### src/rgb2yuv_pkg.sv
// Shared types, constants and register codes of the RGB to planar YUV 4:2:0 converter.
`default_nettype none

package rgb2yuv_pkg;

    localparam int unsigned MAX_WIDTH_DEF = 2048;
    localparam int unsigned MAX_ROWS_DEF  = 2048;
    localparam int unsigned QUEUE_DEPTH   = 4;

    localparam int unsigned COMP_W       = 8;
    localparam int unsigned DIM_W        = 12;
    localparam int unsigned INDEX_W      = 23;
    localparam int unsigned LUMA_CNT_W   = 23;
    localparam int unsigned CHROMA_CNT_W = 21;
    localparam int unsigned CFG_ADDR_W   = 3;
    localparam int unsigned CFG_DATA_W   = 23;
    localparam int unsigned SUM_W        = 16;

    localparam logic [SUM_W-1:0] COEF_Y_R   = 16'd66;
    localparam logic [SUM_W-1:0] COEF_Y_G   = 16'd129;
    localparam logic [SUM_W-1:0] COEF_Y_B   = 16'd25;
    localparam logic [SUM_W-1:0] COEF_CB_R  = 16'd38;
    localparam logic [SUM_W-1:0] COEF_CB_G  = 16'd74;
    localparam logic [SUM_W-1:0] COEF_CB_B  = 16'd112;
    localparam logic [SUM_W-1:0] COEF_CR_R  = 16'd112;
    localparam logic [SUM_W-1:0] COEF_CR_G  = 16'd94;
    localparam logic [SUM_W-1:0] COEF_CR_B  = 16'd18;
    localparam logic [SUM_W-1:0] CHROMA_OFS = 16'd32768;

    typedef enum logic [CFG_ADDR_W-1:0] {
        CFG_FRAME_WIDTH = 3'd0,
        CFG_ROW_COUNT   = 3'd1,
        CFG_LUMA_BASE   = 3'd2,
        CFG_CB_BASE     = 3'd3,
        CFG_CR_BASE     = 3'd4
    } cfg_addr_t;

    typedef logic [SUM_W-1:0] sum_t;

    typedef struct packed {
        logic [COMP_W-1:0] blue;
        logic [COMP_W-1:0] green;
        logic [COMP_W-1:0] red;
    } pixel_t;

    typedef struct packed {
        logic [COMP_W-1:0]  luma;
        logic [INDEX_W-1:0] luma_index;
        logic               chroma_valid;
        logic [COMP_W-1:0]  chroma_blue;
        logic [COMP_W-1:0]  chroma_red;
        logic [INDEX_W-1:0] cb_index;
        logic [INDEX_W-1:0] cr_index;
        logic               last_pixel;
    } result_t;

    typedef struct packed {
        logic [DIM_W-1:0]   frame_width;
        logic [DIM_W-1:0]   row_count;
        logic [INDEX_W-1:0] luma_base;
        logic [INDEX_W-1:0] cb_base;
        logic [INDEX_W-1:0] cr_base;
    } cfg_t;

    typedef struct packed {
        pixel_t             pix;
        logic [INDEX_W-1:0] luma_index;
        logic               chroma_valid;
        logic [INDEX_W-1:0] cb_index;
        logic [INDEX_W-1:0] cr_index;
        logic               last_pixel;
    } entry_t;

    typedef struct packed {
        logic full;
        logic empty;
    } queue_stat_t;

endpackage

`default_nettype wire

### src/rgb2yuv_front.sv
// Front end: accepts pixels, tracks raster position and computes plane write indices.
`default_nettype none

module rgb2yuv_front #(
    parameter int unsigned MAX_WIDTH = rgb2yuv_pkg::MAX_WIDTH_DEF,
    parameter int unsigned MAX_ROWS  = rgb2yuv_pkg::MAX_ROWS_DEF
) (
    input  wire logic                aclk,
    input  wire logic                aresetn,
    input  wire rgb2yuv_pkg::cfg_t   cfg,
    input  wire logic                s_valid,
    output logic                     s_ready,
    input  wire rgb2yuv_pkg::pixel_t s_data,
    input  wire logic                push_ready,
    output logic                     push_valid,
    output rgb2yuv_pkg::entry_t      push_data
);

    localparam int unsigned COL_W  = $clog2(MAX_WIDTH);
    localparam int unsigned ROW_W  = $clog2(MAX_ROWS);
    localparam int unsigned WCMP_W = ($clog2(MAX_WIDTH + 1) > rgb2yuv_pkg::DIM_W) ?
                                     $clog2(MAX_WIDTH + 1) : rgb2yuv_pkg::DIM_W;
    localparam int unsigned RCMP_W = ($clog2(MAX_ROWS + 1) > rgb2yuv_pkg::DIM_W) ?
                                     $clog2(MAX_ROWS + 1) : rgb2yuv_pkg::DIM_W;

    logic [COL_W-1:0]                     column_reg;
    logic [COL_W-1:0]                     column_next;
    logic                                 second_row_reg;
    logic                                 second_row_next;
    logic [ROW_W-1:0]                     rows_done_reg;
    logic [ROW_W-1:0]                     rows_done_next;
    logic [rgb2yuv_pkg::LUMA_CNT_W-1:0]   luma_count_reg;
    logic [rgb2yuv_pkg::LUMA_CNT_W-1:0]   luma_count_next;
    logic [rgb2yuv_pkg::CHROMA_CNT_W-1:0] chroma_count_reg;
    logic [rgb2yuv_pkg::CHROMA_CNT_W-1:0] chroma_count_next;

    logic [WCMP_W-1:0] fw_ext;
    logic [WCMP_W-1:0] width_lim;
    logic [RCMP_W-1:0] rc_ext;
    logic [RCMP_W-1:0] rows_lim;
    logic              row_end;
    logic              frame_end;
    logic              chroma;
    logic              accept;

    assign s_ready    = push_ready;
    assign push_valid = s_valid;
    assign accept     = s_valid && push_ready;

    always_comb begin
        fw_ext = WCMP_W'(cfg.frame_width);
        if (fw_ext == '0) begin
            width_lim = WCMP_W'(1);
        end else if (fw_ext > WCMP_W'(MAX_WIDTH)) begin
            width_lim = WCMP_W'(MAX_WIDTH);
        end else begin
            width_lim = fw_ext;
        end
        rc_ext = RCMP_W'(cfg.row_count);
        if (rc_ext == '0) begin
            rows_lim = RCMP_W'(1);
        end else if (rc_ext > RCMP_W'(MAX_ROWS)) begin
            rows_lim = RCMP_W'(MAX_ROWS);
        end else begin
            rows_lim = rc_ext;
        end
    end

    assign row_end   = (WCMP_W'(column_reg) + WCMP_W'(1)) >= width_lim;
    assign frame_end = row_end && ((RCMP_W'(rows_done_reg) + RCMP_W'(1)) >= rows_lim);
    assign chroma    = !second_row_reg && !column_reg[0];

    always_comb begin
        push_data.pix          = s_data;
        push_data.luma_index   = cfg.luma_base + luma_count_reg;
        push_data.chroma_valid = chroma;
        push_data.last_pixel   = frame_end;
        if (chroma) begin
            push_data.cb_index = cfg.cb_base + rgb2yuv_pkg::INDEX_W'(chroma_count_reg);
            push_data.cr_index = cfg.cr_base + rgb2yuv_pkg::INDEX_W'(chroma_count_reg);
        end else begin
            push_data.cb_index = '0;
            push_data.cr_index = '0;
        end
    end

    always_comb begin
        column_next       = column_reg;
        second_row_next   = second_row_reg;
        rows_done_next    = rows_done_reg;
        luma_count_next   = luma_count_reg;
        chroma_count_next = chroma_count_reg;
        if (accept) begin
            if (frame_end) begin
                column_next       = '0;
                second_row_next   = 1'b0;
                rows_done_next    = '0;
                luma_count_next   = '0;
                chroma_count_next = '0;
            end else begin
                luma_count_next = luma_count_reg + 1'b1;
                if (chroma) begin
                    chroma_count_next = chroma_count_reg + 1'b1;
                end
                if (row_end) begin
                    column_next     = '0;
                    second_row_next = !second_row_reg;
                    rows_done_next  = rows_done_reg + 1'b1;
                end else begin
                    column_next = column_reg + 1'b1;
                end
            end
        end
    end

    always_ff @(posedge aclk) begin
        if (!aresetn) begin
            column_reg       <= '0;
            second_row_reg   <= 1'b0;
            rows_done_reg    <= '0;
            luma_count_reg   <= '0;
            chroma_count_reg <= '0;
        end else begin
            column_reg       <= column_next;
            second_row_reg   <= second_row_next;
            rows_done_reg    <= rows_done_next;
            luma_count_reg   <= luma_count_next;
            chroma_count_reg <= chroma_count_next;
        end
    end

endmodule

`default_nettype wire

### src/rgb2yuv_fifo.sv
// Small register queue between the front end and the color math.
`default_nettype none

module rgb2yuv_fifo #(
    parameter int unsigned WIDTH = 8,
    parameter int unsigned DEPTH = rgb2yuv_pkg::QUEUE_DEPTH
) (
    input  wire logic               aclk,
    input  wire logic               aresetn,
    input  wire logic               push,
    input  wire logic [WIDTH-1:0]   push_data,
    input  wire logic               pop,
    output logic [WIDTH-1:0]        pop_data,
    output rgb2yuv_pkg::queue_stat_t stat
);

    localparam int unsigned PTR_W = (DEPTH > 1) ? $clog2(DEPTH) : 1;
    localparam int unsigned CNT_W = $clog2(DEPTH + 1);

    logic [WIDTH-1:0] mem_reg [DEPTH];
    logic [PTR_W-1:0] wr_ptr_reg;
    logic [PTR_W-1:0] wr_ptr_next;
    logic [PTR_W-1:0] rd_ptr_reg;
    logic [PTR_W-1:0] rd_ptr_next;
    logic [CNT_W-1:0] count_reg;
    logic [CNT_W-1:0] count_next;

    assign stat.full  = (count_reg == CNT_W'(DEPTH));
    assign stat.empty = (count_reg == '0);
    assign pop_data   = mem_reg[rd_ptr_reg];

    always_comb begin
        wr_ptr_next = wr_ptr_reg;
        rd_ptr_next = rd_ptr_reg;
        count_next  = count_reg;
        if (push) begin
            wr_ptr_next = (wr_ptr_reg == PTR_W'(DEPTH - 1)) ? '0 : wr_ptr_reg + 1'b1;
        end
        if (pop) begin
            rd_ptr_next = (rd_ptr_reg == PTR_W'(DEPTH - 1)) ? '0 : rd_ptr_reg + 1'b1;
        end
        if (push && !pop) begin
            count_next = count_reg + 1'b1;
        end else if (pop && !push) begin
            count_next = count_reg - 1'b1;
        end
    end

    always_ff @(posedge aclk) begin
        if (push) begin
            mem_reg[wr_ptr_reg] <= push_data;
        end
    end

    always_ff @(posedge aclk) begin
        if (!aresetn) begin
            wr_ptr_reg <= '0;
            rd_ptr_reg <= '0;
            count_reg  <= '0;
        end else begin
            wr_ptr_reg <= wr_ptr_next;
            rd_ptr_reg <= rd_ptr_next;
            count_reg  <= count_next;
        end
    end

endmodule

`default_nettype wire

### src/rgb2yuv_back.sv
// Back end: color matrix stage followed by the result register.
`default_nettype none

module rgb2yuv_back (
    input  wire logic                aclk,
    input  wire logic                aresetn,
    input  wire logic                q_valid,
    input  wire rgb2yuv_pkg::entry_t q_data,
    output logic                     q_pop,
    output logic                     m_valid,
    input  wire logic                m_ready,
    output rgb2yuv_pkg::result_t     m_data
);

    logic                  s1_valid_reg;
    rgb2yuv_pkg::entry_t   s1_entry_reg;
    rgb2yuv_pkg::sum_t     s1_y_reg;
    rgb2yuv_pkg::sum_t     s1_cb_reg;
    rgb2yuv_pkg::sum_t     s1_cr_reg;
    logic                  out_valid_reg;
    rgb2yuv_pkg::result_t  out_data_reg;
    rgb2yuv_pkg::result_t  out_data_next;

    rgb2yuv_pkg::sum_t r_ext;
    rgb2yuv_pkg::sum_t g_ext;
    rgb2yuv_pkg::sum_t b_ext;
    rgb2yuv_pkg::sum_t y_sum;
    rgb2yuv_pkg::sum_t cb_sum;
    rgb2yuv_pkg::sum_t cr_sum;
    logic              out_free;
    logic              s1_move;

    assign out_free = !out_valid_reg || m_ready;
    assign s1_move  = s1_valid_reg && out_free;
    assign q_pop    = q_valid && (!s1_valid_reg || out_free);

    // All sums stay within 16 bits; the chroma offset keeps the chroma sums non-negative.
    always_comb begin
        r_ext  = rgb2yuv_pkg::SUM_W'(q_data.pix.red);
        g_ext  = rgb2yuv_pkg::SUM_W'(q_data.pix.green);
        b_ext  = rgb2yuv_pkg::SUM_W'(q_data.pix.blue);
        y_sum  = rgb2yuv_pkg::COEF_Y_R * r_ext + rgb2yuv_pkg::COEF_Y_G * g_ext
               + rgb2yuv_pkg::COEF_Y_B * b_ext;
        cb_sum = rgb2yuv_pkg::CHROMA_OFS + rgb2yuv_pkg::COEF_CB_B * b_ext
               - rgb2yuv_pkg::COEF_CB_R * r_ext - rgb2yuv_pkg::COEF_CB_G * g_ext;
        cr_sum = rgb2yuv_pkg::CHROMA_OFS + rgb2yuv_pkg::COEF_CR_R * r_ext
               - rgb2yuv_pkg::COEF_CR_G * g_ext - rgb2yuv_pkg::COEF_CR_B * b_ext;
    end

    always_comb begin
        out_data_next.luma         = s1_y_reg[rgb2yuv_pkg::SUM_W-1:rgb2yuv_pkg::COMP_W];
        out_data_next.luma_index   = s1_entry_reg.luma_index;
        out_data_next.chroma_valid = s1_entry_reg.chroma_valid;
        out_data_next.cb_index     = s1_entry_reg.cb_index;
        out_data_next.cr_index     = s1_entry_reg.cr_index;
        out_data_next.last_pixel   = s1_entry_reg.last_pixel;
        if (s1_entry_reg.chroma_valid) begin
            out_data_next.chroma_blue = s1_cb_reg[rgb2yuv_pkg::SUM_W-1:rgb2yuv_pkg::COMP_W];
            out_data_next.chroma_red  = s1_cr_reg[rgb2yuv_pkg::SUM_W-1:rgb2yuv_pkg::COMP_W];
        end else begin
            out_data_next.chroma_blue = '0;
            out_data_next.chroma_red  = '0;
        end
    end

    always_ff @(posedge aclk) begin
        if (!aresetn) begin
            s1_valid_reg  <= 1'b0;
            out_valid_reg <= 1'b0;
        end else begin
            if (q_pop) begin
                s1_valid_reg <= 1'b1;
            end else if (s1_move) begin
                s1_valid_reg <= 1'b0;
            end
            if (s1_move) begin
                out_valid_reg <= 1'b1;
            end else if (m_ready) begin
                out_valid_reg <= 1'b0;
            end
        end
    end

    always_ff @(posedge aclk) begin
        if (q_pop) begin
            s1_entry_reg <= q_data;
            s1_y_reg     <= y_sum;
            s1_cb_reg    <= cb_sum;
            s1_cr_reg    <= cr_sum;
        end
        if (s1_move) begin
            out_data_reg <= out_data_next;
        end
    end

    assign m_valid = out_valid_reg;
    assign m_data  = out_data_reg;

endmodule

`default_nettype wire

### src/rgb_to_yuv420_planar.sv
// Top level of the RGB to planar YUV 4:2:0 converter with its configuration registers.
//
//   Channel   Direction   Handshake          Beat
//   s_        in          s_valid/s_ready    one pixel: blue, green, red
//   m_        out         m_valid/m_ready    one result: luma, chroma and plane indices
//   cfg_      in          cfg_wr_en          one register write, no wait
//
// One pixel is accepted per clock while the queue is not full; on its way to the output a
// result is registered in order: the front end writes the queue, the color matrix stage
// registers the sums, and the result register drives the output.
// Reset clears the raster counters, the queue and both pipeline stages.
// A stall on the output fills the pipeline and then the queue; s_ready falls only when
// the queue is full.
`default_nettype none

module rgb_to_yuv420_planar #(
    parameter int unsigned MAX_WIDTH = rgb2yuv_pkg::MAX_WIDTH_DEF,
    parameter int unsigned MAX_ROWS  = rgb2yuv_pkg::MAX_ROWS_DEF
) (
    input  wire logic                                aclk,
    input  wire logic                                aresetn,
    input  wire logic                                cfg_wr_en,
    input  wire logic [rgb2yuv_pkg::CFG_ADDR_W-1:0]  cfg_addr,
    input  wire logic [rgb2yuv_pkg::CFG_DATA_W-1:0]  cfg_data,
    input  wire logic                                s_valid,
    output logic                                     s_ready,
    input  wire rgb2yuv_pkg::pixel_t                 s_data,
    output logic                                     m_valid,
    input  wire logic                                m_ready,
    output rgb2yuv_pkg::result_t                     m_data
);

    localparam int unsigned ENTRY_W = $bits(rgb2yuv_pkg::entry_t);

    rgb2yuv_pkg::cfg_t        cfg_reg;
    logic                     q_push;
    rgb2yuv_pkg::entry_t      q_push_data;
    logic                     q_pop;
    logic [ENTRY_W-1:0]       q_pop_bits;
    rgb2yuv_pkg::entry_t      q_pop_data;
    rgb2yuv_pkg::queue_stat_t q_stat;
    logic                     front_ready;

    always_ff @(posedge aclk) begin
        if (!aresetn) begin
            cfg_reg.frame_width <= rgb2yuv_pkg::DIM_W'(2);
            cfg_reg.row_count   <= rgb2yuv_pkg::DIM_W'(2);
            cfg_reg.luma_base   <= '0;
            cfg_reg.cb_base     <= '0;
            cfg_reg.cr_base     <= '0;
        end else if (cfg_wr_en) begin
            unique case (cfg_addr)
                rgb2yuv_pkg::CFG_FRAME_WIDTH: begin
                    cfg_reg.frame_width <= cfg_data[rgb2yuv_pkg::DIM_W-1:0];
                end
                rgb2yuv_pkg::CFG_ROW_COUNT: begin
                    cfg_reg.row_count <= cfg_data[rgb2yuv_pkg::DIM_W-1:0];
                end
                rgb2yuv_pkg::CFG_LUMA_BASE: begin
                    cfg_reg.luma_base <= cfg_data[rgb2yuv_pkg::INDEX_W-1:0];
                end
                rgb2yuv_pkg::CFG_CB_BASE: begin
                    cfg_reg.cb_base <= cfg_data[rgb2yuv_pkg::INDEX_W-1:0];
                end
                rgb2yuv_pkg::CFG_CR_BASE: begin
                    cfg_reg.cr_base <= cfg_data[rgb2yuv_pkg::INDEX_W-1:0];
                end
                default: begin
                end
            endcase
        end
    end

    rgb2yuv_front #(
        .MAX_WIDTH (MAX_WIDTH),
        .MAX_ROWS  (MAX_ROWS)
    ) u_front (
        .aclk       (aclk),
        .aresetn    (aresetn),
        .cfg        (cfg_reg),
        .s_valid    (s_valid),
        .s_ready    (front_ready),
        .s_data     (s_data),
        .push_ready (!q_stat.full),
        .push_valid (q_push),
        .push_data  (q_push_data)
    );

    rgb2yuv_fifo #(
        .WIDTH (ENTRY_W),
        .DEPTH (rgb2yuv_pkg::QUEUE_DEPTH)
    ) u_queue (
        .aclk      (aclk),
        .aresetn   (aresetn),
        .push      (q_push && front_ready),
        .push_data (q_push_data),
        .pop       (q_pop),
        .pop_data  (q_pop_bits),
        .stat      (q_stat)
    );

    assign q_pop_data = rgb2yuv_pkg::entry_t'(q_pop_bits);
    assign s_ready    = front_ready;

    rgb2yuv_back u_back (
        .aclk    (aclk),
        .aresetn (aresetn),
        .q_valid (!q_stat.empty),
        .q_data  (q_pop_data),
        .q_pop   (q_pop),
        .m_valid (m_valid),
        .m_ready (m_ready),
        .m_data  (m_data)
    );

    a_no_push_when_full: assert property (@(posedge aclk) disable iff (!aresetn)
        (q_push && front_ready) |-> !q_stat.full)
        else $error("Queue written while full.");

    a_no_pop_when_empty: assert property (@(posedge aclk) disable iff (!aresetn)
        q_pop |-> !q_stat.empty)
        else $error("Queue read while empty.");

    a_chroma_zero: assert property (@(posedge aclk) disable iff (!aresetn)
        (m_valid && !m_data.chroma_valid) |->
        (m_data.chroma_blue == '0 && m_data.chroma_red == '0 &&
         m_data.cb_index == '0 && m_data.cr_index == '0))
        else $error("Chroma fields not cleared on a luma-only beat.");

    a_reset_idle: assert property (@(posedge aclk)
        !aresetn |=> (!m_valid && q_stat.empty))
        else $error("Pipeline not empty after reset.");

endmodule

`default_nettype wire
### config.mk
export PLATFORM = sky130hd
export DESIGN_NAME = rgb_to_yuv420_planar
export DESIGN_NICKNAME = d
export VERILOG_FILES = /design/src/rgb2yuv_pkg.sv /design/src/rgb2yuv_front.sv /design/src/rgb2yuv_fifo.sv /design/src/rgb2yuv_back.sv /design/src/rgb_to_yuv420_planar.sv
export SDC_FILE = /design/constraint.sdc
export NUM_CORES = 1
export LEC_CHECK = 0
export BUFFER_PORTS_ARGS = -buffer_cell sky130_fd_sc_hd__buf_2
export CAP_MARGIN = 20
export CORE_MARGIN = 2
export CORE_UTILIZATION = 60
export CTS_CLUSTER_SIZE = 20
export DETAILED_ROUTE_END_ITERATION = 10
export PLACE_DENSITY = 0.78
export RECOVER_POWER = 50
export SYNTH_ARGS = -nofsm -noshare
export SYNTH_HDL_FRONTEND = slang
export SYNTH_SLANG_ARGS = --single-unit
### constraint.sdc
create_clock -name aclk -period 17.8 [get_ports aclk]
set_input_delay 1.78 -clock aclk [delete_from_list [all_inputs] [get_ports aclk]]
set_output_delay 1.78 -clock aclk [all_outputs]
set_load 0.01 [all_outputs]
==> results.py <==
metrics = {
    "synth": {
        "synth_area_mm2": 0.0367,
        "yosysUniqueCellTypes": 69,
        "yosys-top-cells-area": "edfxtp_1 (47%), ha_1 (9.6%), dfxtp_1 (9.3%), mux4_2 (6.0%), fa_1 (4.7%)",
        "synth_edf_count": 570,
        "ys_ff_latch": 741,
        "synthXorXnorAreaFrac": 0.0375,
        "ys.warnings.count": 0,
        "post-synth-top-area-fraction": 0.466,
        "synthMuxAreaShare": 0.0624,
        "synth_compound_area_frac": 0.0786,
        "ys.flop_type": "edfxtp_1",
        "synth-async-reset-ratio": 0,
        "syn_inst": 2847,
        "synth-seq-area-share": 0.559,
        "synth_top_cell_by_area": "edfxtp_1",
        "synth-simple-area-share": 0.0879,
        "synth-adder-area-share": 0.143,
        "syn_nets": 3269,
        "avgSynthCellArea_um2": 12.9,
        "synth_top_family_by_area": "adder cells",
    },
    "min_path": {
        "hold_class": "flop to flop",
    },
    "die": {
        "rows": 90,
        "pin_count": 152,
        "die_area_mm2": 0.0632,
        "core_area_mm2": 0.0605,
        "die_height_um": 251,
        "die_w_um": 251,
        "start_util": 0.607,
    },
    "timing": {
        "slew_headroom": -1.66,
        "min_period_ps": 10810,
        "hold_violations": 0,
        "setup_tns_ps": 0,
        "setup_violations": 0,
        "tightest_slew_ps": 4000,
        "drv_slew": 392,
        "rsz0062_at_grt": "false",
        "fin_crit_sh": 0.607,
        "max_freq_ghz": 0.0925,
        "finClkSkew_ps": 35.1,
        "setup_slack_ps": 6990,
    },
    "critical_path": {
        "cp-end-kind": "flop",
        "r2r_setup_slack_ps": 6990,
        "cp_top_family": "buffers and inverters",
        "crit_slowest_cell": "clkbuf_1",
        "critPathMostFrequentCell": "fa_1",
        "path_class": "flop to flop",
        "crit_path_cell_trace": "clkbuf_1 > mux4_2 > inv_1 > fa_1 > inv_1 > ha_1 > fa_1 > fa_1 > a21o_1 > a21oi_1 > o21bai_1 > a21oi_1 > o21bai_1 > a21oi_1 > xnor2_1 > fa_1 > inv_1 > ha_1 > or3_1 > or3_1 > a31oi_1 > xnor2_1",
        "critPathMaxFanout": 59,
        "worst-endpoint-arrival_ps": 11170,
        "slowest_delay_ps": 2890,
        "start_kind": "flop",
        "required_ps": 18160,
        "path_buf_inv": 4,
    },
    "routing": {
        "vias": 23000,
        "drt_first_iter_violations": 1620,
        "first_pass_iters": 5,
        "avgRoutedWirePerCell_um": 21.5,
        "routed_wl_um": 83000,
        "ant_nets": 0,
        "drc": 0,
        "via_per_inst": 5.96,
    },
    "cts": {
        "clkSinkCount": 741,
        "insertion_delay_ps": 640,
        "post_cts_resized": 0,
        "cts_max_path_buffers": 3,
        "path_clk_slew_ps": 60,
        "postCtsHoldBufs": 0,
        "cts_tree": "done",
        "cts_buffers": 76,
        "htree_levels": 3,
        "cts-root-buf": "clkbuf_16",
        "post_cts.repair.setup_buffers": 0,
    },
    "status": {
        "outcome": "finished with violations",
        "violations": "max-capacitance violations, max-slew violations",
    },
    "global_route": {
        "grt_pass1_vias": 23200,
        "grt.total_usage": 0.265,
        "globalRouteMet3Util": 0.0385,
        "met2_usage": 0.444,
        "grt-ovfl-total": 0,
        "antenna_found_initial": 6,
        "grt_max_degree": 85,
        "met1_usage": 0.354,
        "grt_pass1_wl_um": 128000,
        "top_usage_layer": "met2",
    },
    "job": {
        "cap_violations": 10,
    },
    "final_layout": {
        "final_common_cell": "edfxtp_1",
        "layout_common_cells": "edfxtp_1 (570), nand2_1 (297), ha_1 (281)",
        "largest_register_ffs": 380,
        "finish.utilization": 0.674,
        "nets": 3434,
        "fill_cells": 4237,
        "area_growth_pct": 11.1,
        "drive_above_1_share": 0.108,
    },
    "place": {
        "place_ws_ps": 10300,
        "place.gp.congestion": 0.928,
        "io_buffer_count": 151,
        "hpwlAfterDp_um": 57000,
    },
}
-- worst reg2reg max path: stages, from the launching register on --
cell and delay, ps:
dfxtp_1 1630, clkbuf_1 2890, mux4_2 980, inv_1 110, fa_1 540, inv_1 40, ha_1 300, fa_1 530
fa_1 470, a21o_1 170, a21oi_1 220, o21bai_1 90, a21oi_1 230, o21bai_1 100, a21oi_1 270, xnor2_1 140
fa_1 540, inv_1 40, ha_1 220, or3_1 370, or3_1 340, a31oi_1 220, xnor2_1 100
-- cells by family (layout without fill, tap and decap cells) --
| kind of cell | Yosys count | after routing |
|---|---|---|
| adder cells (fa/ha/maj) | 367 | 367 |
| other | 0 | 4 |
| AO/OA/AOI/OAI | 473 | 473 |
| flip-flops | 741 | 741 |
| AND/OR/NAND/NOR | 699 | 699 |
| multiplexers | 106 | 106 |
| buffers and inverters | 304 | 531 |
| XOR/XNOR | 157 | 157 |
-- per-layer routing --
layer / wire length (um) / share of wire / vias up
met5: 26 / 0.00031 / -
met4: 3080 / 0.037 / 4
met3: 4940 / 0.059 / 171
met2: 40300 / 0.49 / 790
met1: 34700 / 0.42 / 11400
li1: - / - / 10700
-- worst paths after layout --
kind / cells after the start / startpoint / endpoint
min reg2reg: 0 / u_back.out_data_next[64] / u_back.m_data[64]
min: 0 / u_back.out_data_next[64] / u_back.m_data[64]
max: 22 / flop / u_back.s1_cr_reg[15]
max reg2reg: 22 / flop / u_back.s1_cr_reg[15]
-- Yosys cell counts, types with 9 or more instances --
| master | n |
|---|---|
| nor3_1 | 31 |
| nor2_1 | 151 |
| ha_1 | 281 |
| a21oi_1 | 222 |
| xnor2_1 | 93 |
| clkbuf_1 | 63 |
| a211oi_1 | 9 |
| dfxtp_1 | 171 |
| edfxtp_1 | 570 |
| inv_1 | 221 |
| nand3_1 | 42 |
| fa_1 | 86 |
| a31oi_1 | 17 |
| xor2_1 | 64 |
| nand2b_1 | 16 |
| mux4_2 | 98 |
| o21ai_0 | 68 |
| a21o_1 | 45 |
| o21a_1 | 23 |
| nor2b_1 | 19 |
| o21bai_1 | 22 |
| buf_1 | 12 |
| and2_1 | 36 |
| and3_1 | 35 |
| nand2_1 | 297 |
| or3_1 | 16 |
-- cell type report --
cell class,instances,area [um2],area share
Antenna cell,4,10.0,0.000245
Clock buffer,102,2070,0.0508
Clock inverter,38,538,0.0132
Inverter,222,835,0.0205
Multi-Input combinational cell,1802,15000,0.368
Sequential cell,741,20500,0.504
Tap cell,782,978,0.0240
Timing Repair Buffer,169,792,0.0194
-- stage by stage --
stage | std cells | hold WS (ps) | instance area, um2
2_1_floorplan | 2847 | 400 | 36700
3_3_place_gp | 3715 | 402 | 38300
3_5_place_dp | 3715 | 405 | 38300
4_1_cts | 3855 | 394 | 40900
5_1_grt | 3859 | 404 | 40800
6_report | 3860 | 397 | 40800
Power is left out: the tool's default activity adds up to more than one toggle a clock period on the data nets, which glitch-free logic cannot reach.
